==> src/tpi_pkg.sv <==
// tpi_pkg: shared types and constants for the touch pad injector.
// Holds the action codes, the swipe script table and the result struct.
// No dependencies.
package tpi_pkg;

   // Default pad count and register reset
   localparam int          ZONES_DEFAULT  = 8;
   localparam logic [15:0] TAP_TIME_RESET = 16'd120;

   // Action codes
   localparam logic [2:0] ACT_TAP     = 3'd0;
   localparam logic [2:0] ACT_HOLD    = 3'd1;
   localparam logic [2:0] ACT_RELEASE = 3'd2;
   localparam logic [2:0] ACT_SWIPE   = 3'd3;
   localparam logic [2:0] ACT_TICK    = 3'd4;

   // Swipe script: due time (ms), pad in script order, press or release
   localparam int         SCRIPT_STEPS  = 6;
   localparam logic [7:0] SCRIPT_END_MS = 8'd240;
   localparam logic [7:0] SCRIPT_AT [SCRIPT_STEPS] =
      '{8'd0, 8'd60, 8'd90, 8'd120, 8'd150, 8'd210};
   localparam int         SCRIPT_PAD [SCRIPT_STEPS] = '{0, 1, 0, 2, 1, 2};
   localparam logic       SCRIPT_PRESS [SCRIPT_STEPS] =
      '{1'b1, 1'b1, 1'b0, 1'b1, 1'b0, 1'b0};

   // One result transaction
   typedef struct packed {
      logic [7:0] active_mask;
      logic       any_active;
      logic       swipe_running;
   } rsp_type;

endpackage

==> src/touch_pad_injector.sv <==
// touch_pad_injector: synthetic touch generator for a row of pads.
// Depends on tpi_pkg (action codes, swipe script, result struct).
//
// Usage:
//   req_* channel (valid/ready) carries one event per transaction: tap,
//   set hold, release all, start swipe or time tick. rsp_* channel
//   (valid/ready) returns one result per event: the active pad mask, an
//   any-active bit and a swipe-running bit, all taken after the event.
//   csr_wr_en/csr_wr_data write the tap duration in ms; write it only
//   while no result is outstanding.
// Output: each result is registered in the result or the skid register.
// Throughput: one event per cycle while req_ready is high; pad timers,
//   hold flags and the six script compares all update in one pass between
//   the state registers and the result register.
// Stall: a two-entry output (result register plus skid register) lets one
//   more event in while a result waits; req_ready drops only when both
//   entries are full.
// Reset: synchronous, active high; clears timers, hold flags, the swipe
//   script and the output entries, and loads tap time 120 ms.
module touch_pad_injector #(
   parameter int ZONES = tpi_pkg::ZONES_DEFAULT
) (
   input  logic        clock,
   input  logic        reset,
   // event channel
   input  logic        req_valid,
   output logic        req_ready,
   input  logic [2:0]  req_action,
   input  logic [3:0]  req_zone,
   input  logic        req_hold_value,
   input  logic        req_direction,
   input  logic [15:0] req_elapsed_ms,
   // result channel
   output logic        rsp_valid,
   input  logic        rsp_ready,
   output logic [7:0]  rsp_active_mask,
   output logic        rsp_any_active,
   output logic        rsp_swipe_running,
   // configuration
   input  logic        csr_wr_en,
   input  logic [15:0] csr_wr_data
);
   import tpi_pkg::*;

   // State registers
   logic [15:0]      tap_time_ff;
   logic [15:0]      tap_ff [ZONES];
   logic [ZONES-1:0] held_ff;
   logic [2:0]       step_ff;
   logic             idle_ff;
   logic [7:0]       swipe_time_ff;
   logic             forward_ff;

   logic [15:0]      tap_in [ZONES];
   logic [ZONES-1:0] held_in;
   logic [2:0]       step_in;
   logic             idle_in;
   logic [7:0]       swipe_time_in;
   logic             forward_in;

   // Output entries
   rsp_type out_ff, skid_ff, result_in;
   logic    out_valid_ff, skid_valid_ff;

   logic req_accept;
   logic out_free;
   logic [16:0] time_sum;
   logic [7:0]  time_sat;
   logic [ZONES-1:0] active;

   assign req_ready  = !skid_valid_ff;
   assign req_accept = req_valid && req_ready;
   assign out_free   = !out_valid_ff || rsp_ready;

   // Saturated swipe time for a tick
   assign time_sum = {9'd0, swipe_time_ff} + {1'b0, req_elapsed_ms};
   assign time_sat = (time_sum > {9'd0, SCRIPT_END_MS}) ? SCRIPT_END_MS
                                                       : time_sum[7:0];

   // Next state for the event at the input
   always_comb begin
      int pad_idx;
      pad_idx       = 0;
      tap_in        = tap_ff;
      held_in       = held_ff;
      step_in       = step_ff;
      idle_in       = idle_ff;
      swipe_time_in = swipe_time_ff;
      forward_in    = forward_ff;
      case (req_action)
         ACT_TAP: begin
            for (int i = 0; i < ZONES; i++) begin
               if (req_zone == 4'(i)) tap_in[i] = tap_time_ff;
            end
         end
         ACT_HOLD: begin
            for (int i = 0; i < ZONES; i++) begin
               if (req_zone == 4'(i)) held_in[i] = req_hold_value;
            end
         end
         ACT_RELEASE: begin
            for (int i = 0; i < ZONES; i++) tap_in[i] = 16'd0;
            held_in = '0;
            idle_in = 1'b1;
         end
         ACT_SWIPE: begin
            for (int i = 0; i < ZONES; i++) tap_in[i] = 16'd0;
            forward_in    = req_direction;
            step_in       = 3'd0;
            idle_in       = 1'b0;
            swipe_time_in = 8'd0;
         end
         ACT_TICK: begin
            // countdowns saturate at zero
            for (int i = 0; i < ZONES; i++) begin
               tap_in[i] = (tap_ff[i] > req_elapsed_ms) ? tap_ff[i] - req_elapsed_ms
                                                        : 16'd0;
            end
            if (!idle_ff) begin
               swipe_time_in = time_sat;
               // apply due script steps in order; table times ascend
               for (int k = 0; k < SCRIPT_STEPS; k++) begin
                  if (3'(k) >= step_ff && time_sat >= SCRIPT_AT[k]) begin
                     pad_idx = forward_ff ? SCRIPT_PAD[k] : ZONES - 1 - SCRIPT_PAD[k];
                     for (int i = 0; i < ZONES; i++) begin
                        if (i == pad_idx) held_in[i] = SCRIPT_PRESS[k];
                     end
                     step_in = 3'(k + 1);
                  end
               end
               // end of script
               if (time_sat >= SCRIPT_END_MS) begin
                  idle_in = 1'b1;
                  held_in = '0;
               end
            end
         end
         default: begin
         end
      endcase
   end

   // Result from the next state
   always_comb begin
      for (int i = 0; i < ZONES; i++) active[i] = held_in[i] || (tap_in[i] != 16'd0);
   end

   for (genvar g = 0; g < 8; g++) begin : g_mask
      if (g < ZONES) begin : g_pad
         assign result_in.active_mask[g] = active[g];
      end else begin : g_none
         assign result_in.active_mask[g] = 1'b0;
      end
   end
   assign result_in.any_active    = |active;
   assign result_in.swipe_running = !idle_in;

   // State update
   always_ff @(posedge clock) begin
      if (reset) begin
         tap_time_ff   <= TAP_TIME_RESET;
         for (int i = 0; i < ZONES; i++) tap_ff[i] <= 16'd0;
         held_ff       <= '0;
         step_ff       <= 3'd0;
         idle_ff       <= 1'b1;
         swipe_time_ff <= 8'd0;
         forward_ff    <= 1'b1;
      end else begin
         if (csr_wr_en) tap_time_ff <= csr_wr_data;
         if (req_accept) begin
            tap_ff        <= tap_in;
            held_ff       <= held_in;
            step_ff       <= step_in;
            idle_ff       <= idle_in;
            swipe_time_ff <= swipe_time_in;
            forward_ff    <= forward_in;
         end
      end
   end

   // Output register with skid entry
   always_ff @(posedge clock) begin
      if (reset) begin
         out_valid_ff  <= 1'b0;
         skid_valid_ff <= 1'b0;
      end else if (out_free) begin
         if (skid_valid_ff) begin
            out_ff        <= skid_ff;
            out_valid_ff  <= 1'b1;
            skid_valid_ff <= 1'b0;
         end else if (req_accept) begin
            out_ff       <= result_in;
            out_valid_ff <= 1'b1;
         end else begin
            out_valid_ff <= 1'b0;
         end
      end else if (req_accept) begin
         skid_ff       <= result_in;
         skid_valid_ff <= 1'b1;
      end
   end

   assign rsp_valid         = out_valid_ff;
   assign rsp_active_mask   = out_ff.active_mask;
   assign rsp_any_active    = out_ff.any_active;
   assign rsp_swipe_running = out_ff.swipe_running;

   // Assertions
   a_skid_needs_out: assert property (@(posedge clock) disable iff (reset)
      skid_valid_ff |-> out_valid_ff)
      else $error("skid entry full while output entry empty");

   a_step_bound: assert property (@(posedge clock) disable iff (reset)
      step_ff <= 3'(SCRIPT_STEPS))
      else $error("swipe step beyond script");

   a_release_clears: assert property (@(posedge clock) disable iff (reset)
      (req_accept && req_action == ACT_RELEASE) |=> (held_ff == '0 && idle_ff))
      else $error("release all left a pad held or a swipe running");

   a_idle_done: assert property (@(posedge clock) disable iff (reset)
      (req_accept && req_action == ACT_TICK && !idle_ff && time_sat == SCRIPT_END_MS)
      |=> (idle_ff && step_ff == 3'(SCRIPT_STEPS)))
      else $error("swipe did not finish at script end");

endmodule
==> config.mk <==
export PLATFORM = sky130hd
export DESIGN_NAME = touch_pad_injector
export DESIGN_NICKNAME = d
export VERILOG_FILES = /design/src/tpi_pkg.sv /design/src/touch_pad_injector.sv
export SDC_FILE = /design/constraint.sdc
export NUM_CORES = 1
export LEC_CHECK = 0
export BUFFER_PORTS_ARGS = -buffer_cell sky130_fd_sc_hd__buf_2
export CORE_AREA = 2 2 180 182
export CTS_CLUSTER_SIZE = 20
export DETAILED_ROUTE_END_ITERATION = 8
export DIE_AREA = 0 0 182 184
export GPL_TIMING_DRIVEN = 1
export PLACE_DENSITY = 0.71
export SKIP_CTS_REPAIR_TIMING = 1
export SLEW_MARGIN = 30
export SYNTH_ARGS = -nofsm -noshare
export SYNTH_HDL_FRONTEND = slang
export SYNTH_SLANG_ARGS = --single-unit
export TNS_END_PERCENT = 20
==> constraint.sdc <==
create_clock -name clock -period 8.1 [get_ports clock]
set_input_delay 1.215 -clock clock [delete_from_list [all_inputs] [get_ports clock]]
set_output_delay 1.215 -clock clock [all_outputs]
set_load 0.01 [all_outputs]
==> results.py <==
metrics = {
    "status": {
        "outcome": "finished, final reports clean",
    },
    "drt": {
        "vias": 18680,
        "drtPass1Iterations": 6,
        "drtAntennaViolNets": 0,
        "viasPerCell": 7.140,
        "routed_wl_mm": 63.19,
        "wl_per_cell_um": 24.16,
        "drt_iter0_drc": 2607,
        "route.detailed.drc": 0,
    },
    "grt": {
        "grt_pass1_wl_mm": 96.41,
        "grt_antenna_before_repair": 8,
        "grt_max_degree": 97,
        "grt_pass1_vias": 16720,
        "grt_overflow": 0,
        "track_usage_pct": 36.89,
    },
    "sta": {
        "period_minus_slack_ns": 5.408,
        "finalHoldViolCount": 0,
        "worst_slack_ns": 2.692,
        "final_max_slew_viol_count": 0,
        "fin_tns_setup_ns": 0,
        "finalCritPeriodShare_pct": 66.77,
        "max_slew_margin_pct": 23.35,
        "finClkSkew_ns": 0.01522,
        "finalSetupViolations": 0,
        "tightest_slew_ns": 1.148,
        "rsz0062_at_grt": "false",
        "fmax_ghz": 0.1849,
    },
    "synth": {
        "yosysTopAreaCell": "dfxtp_1",
        "synthArstFlopShare_pct": 0,
        "synthDistinctLibCells": 98,
        "netlist_area_sq_um": 17040,
        "synth_warnings": 0,
        "synth_nets": 2399,
        "synthCells": 2208,
        "synth.top_cells.by_count": "nor2_1, a21oi_1, dfxtp_1",
        "synth_ff_type": "dfxtp_1",
        "yosys-top-cells-area": "dfxtp_1, ha_1, nor2_1",
        "synth_top_cell_area_share_pct": 19.62,
        "synth_edf_count": 20,
        "yosysMostFrequentCell": "nor2_1",
        "syn_avg_cell_area_sq_um": 7.717,
        "ys_seq_area_share_pct": 23.15,
        "ys_seq_elements": 187,
    },
    "die": {
        "core-area_sq_um": 31390,
        "die-area_sq_um": 33490,
        "fp.dieH_um": 184,
        "start_util_pct": 54.28,
        "die_x_um": 182,
        "boundaryPins": 58,
        "row_count": 65,
    },
    "place": {
        "gp_congestion": 0.9781,
        "dp.cells": 2579,
        "pre_cts_ws_ns": 2.298,
        "portBuffers": 57,
        "dp_hpwl_mm": 43.98,
    },
    "final_layout": {
        "final_cells": 2616,
        "area_growth_syn_to_layout_pct": 7.483,
        "drive_above_1_share_pct": 8.511,
        "num-fill-cells": 2922,
        "fin_nets": 2387,
    },
    "power_and_ir_drop": {
        "p_leak_nw": 7.133,
        "power.density_nw_per_um2": 150.2,
        "vdd_drop_max_v": 0.0001635,
        "report.power.total_mw": 2.751,
    },
    "clock_tree": {
        "clk_latency_ns": 0.47,
        "clockBufferDepth": 2,
        "h-tree-depth": 4,
        "cts.clk_slew.worst_paths_ns": 0.08,
        "clkSinkCount": 187,
        "cts_root_buf": "clkbuf_16",
        "cts_tree": "yes",
        "cts_buffers": 17,
    },
    "worst_hold_path": {
        "hold_class": "reg2reg",
    },
    "critical_path": {
        "crit_arrival_ns": 5.60,
        "cp_max_fo": 13,
        "cp-end-kind": "flip-flop",
        "crit_type": "in2reg",
        "cp_data_required_time_ns": 8.29,
        "startpoint_type": "input pin",
    },
    "job": {
        "drv_cap": 0,
    },
}
## cell families after synthesis
logic type	Yosys count	synth area share (%)
AOI/OAI and AO/OA	805	32.74
and+or+nand+nor	730	21.19
DFF	187	23.15
buffers and inverters	205	4.568
muxes	30	1.828
xor gates and xnor gates	106	5.493
adders and majority gates	145	11.04
## layout make-up
cell class,count,area (sq um),share of cell area (%)
Clock buffer,17,425.4,2.323
Sequential cell,187,3944,21.53
Inverter,73,274.0,1.496
Multi-Input combinational cell,1816,12380,67.59
Timing Repair Buffer,101,629.4,3.437
Tap cell,402,503.0,2.746
Antenna cell,5,12.51,0.06832
Clock inverter,15,147.6,0.8062
## state kept, by name, summed over array words and instances, names as in the netlist, 3 cells and up
signal / count
step_ff: 3
held_ff: 8
swipe_time_ff: 8
rsp_active_mask: 8
skid_ff: 10
tap_ff: 128
tap_time_ff: 16
## worst paths after layout
check	to	slack (ns)	cells past startpoint	start
hold / removal	swipe_time_ff[4]$_SDFFE_PP0P_	0.46	2	swipe_time_ff[4]$_SDFFE_PP0P_
hold reg to reg	swipe_time_ff[4]$_SDFFE_PP0P_	0.46	2	swipe_time_ff[4]$_SDFFE_PP0P_
setup reg to reg	rsp_any_active$_DFFE_PP_	3.51	12	swipe_time_ff[0]$_SDFFE_PP0P_
setup / recovery	rsp_any_active$_DFFE_PP_	2.69	14	req_elapsed_ms[1]
## cells in the final DEF, fill, tap and decap left out, drive strengths merged, types with 23 or more instances in the layout
master  synthesis  layout
a211oi         64      64
a21o           34      34
a21oi         179     179
a22oi          60      60
a311oi         31      31
a32oi          32      32
buf            11     101
dfxtp         167     167
ha            136     136
inv            73      83
nand2         127     127
nand2b         23      23
nand3          47      47
nand4          44      44
nor2          267     267
nor3           68      68
o21a           37      37
o21ai         144     144
xnor2          70      70
xor2           36      36
## power breakdown
part	internal, mW	switching (mW)	total (mW)
Clock	0.435	0.433	0.868
Combinational	0.308	0.539	0.847
Sequential	0.982	0.0543	1.04
## metrics by stage
step	util (%)	cell area (sq um)	hold WS [ns]
after floorplan	-	17040	0.4356
after global placement	56.41	17710	0.4474
after detailed placement	56.42	17710	0.4502
final	58.34	18310	0.4569
after global routing	58.31	18300	0.4931
after CTS	58.25	18290	0.4600
## layer usage
| metal | vias to the layer above | track usage, % | wire, um |
|---|---|---|---|
| li1 | 8457 | - | - |
| met1 | 8773 | 50.59 | 26450 |
| met2 | 1215 | 55.42 | 26360 |
| met3 | 230 | 6.676 | 7045 |
| met4 | 4 | 18.90 | 3309 |
| met5 | - | 0 | 29 |
## worst max-delay path, stage by stage
cell and delay, ns:
buf_2 0.13, inv_1 0.65, ha_1 0.37, nor2b_1 0.16, o2111ai_1 0.24, nand3b_1 0.12
xor2_1 0.17, or4b_2 0.61, a2111oi_0 0.66, nand4_1 0.16, a21oi_1 0.24, nand4_1 0.33
nor4_4 0.38, a32oi_1 0.14
Note: power is estimated with default switching activity, not from simulation.
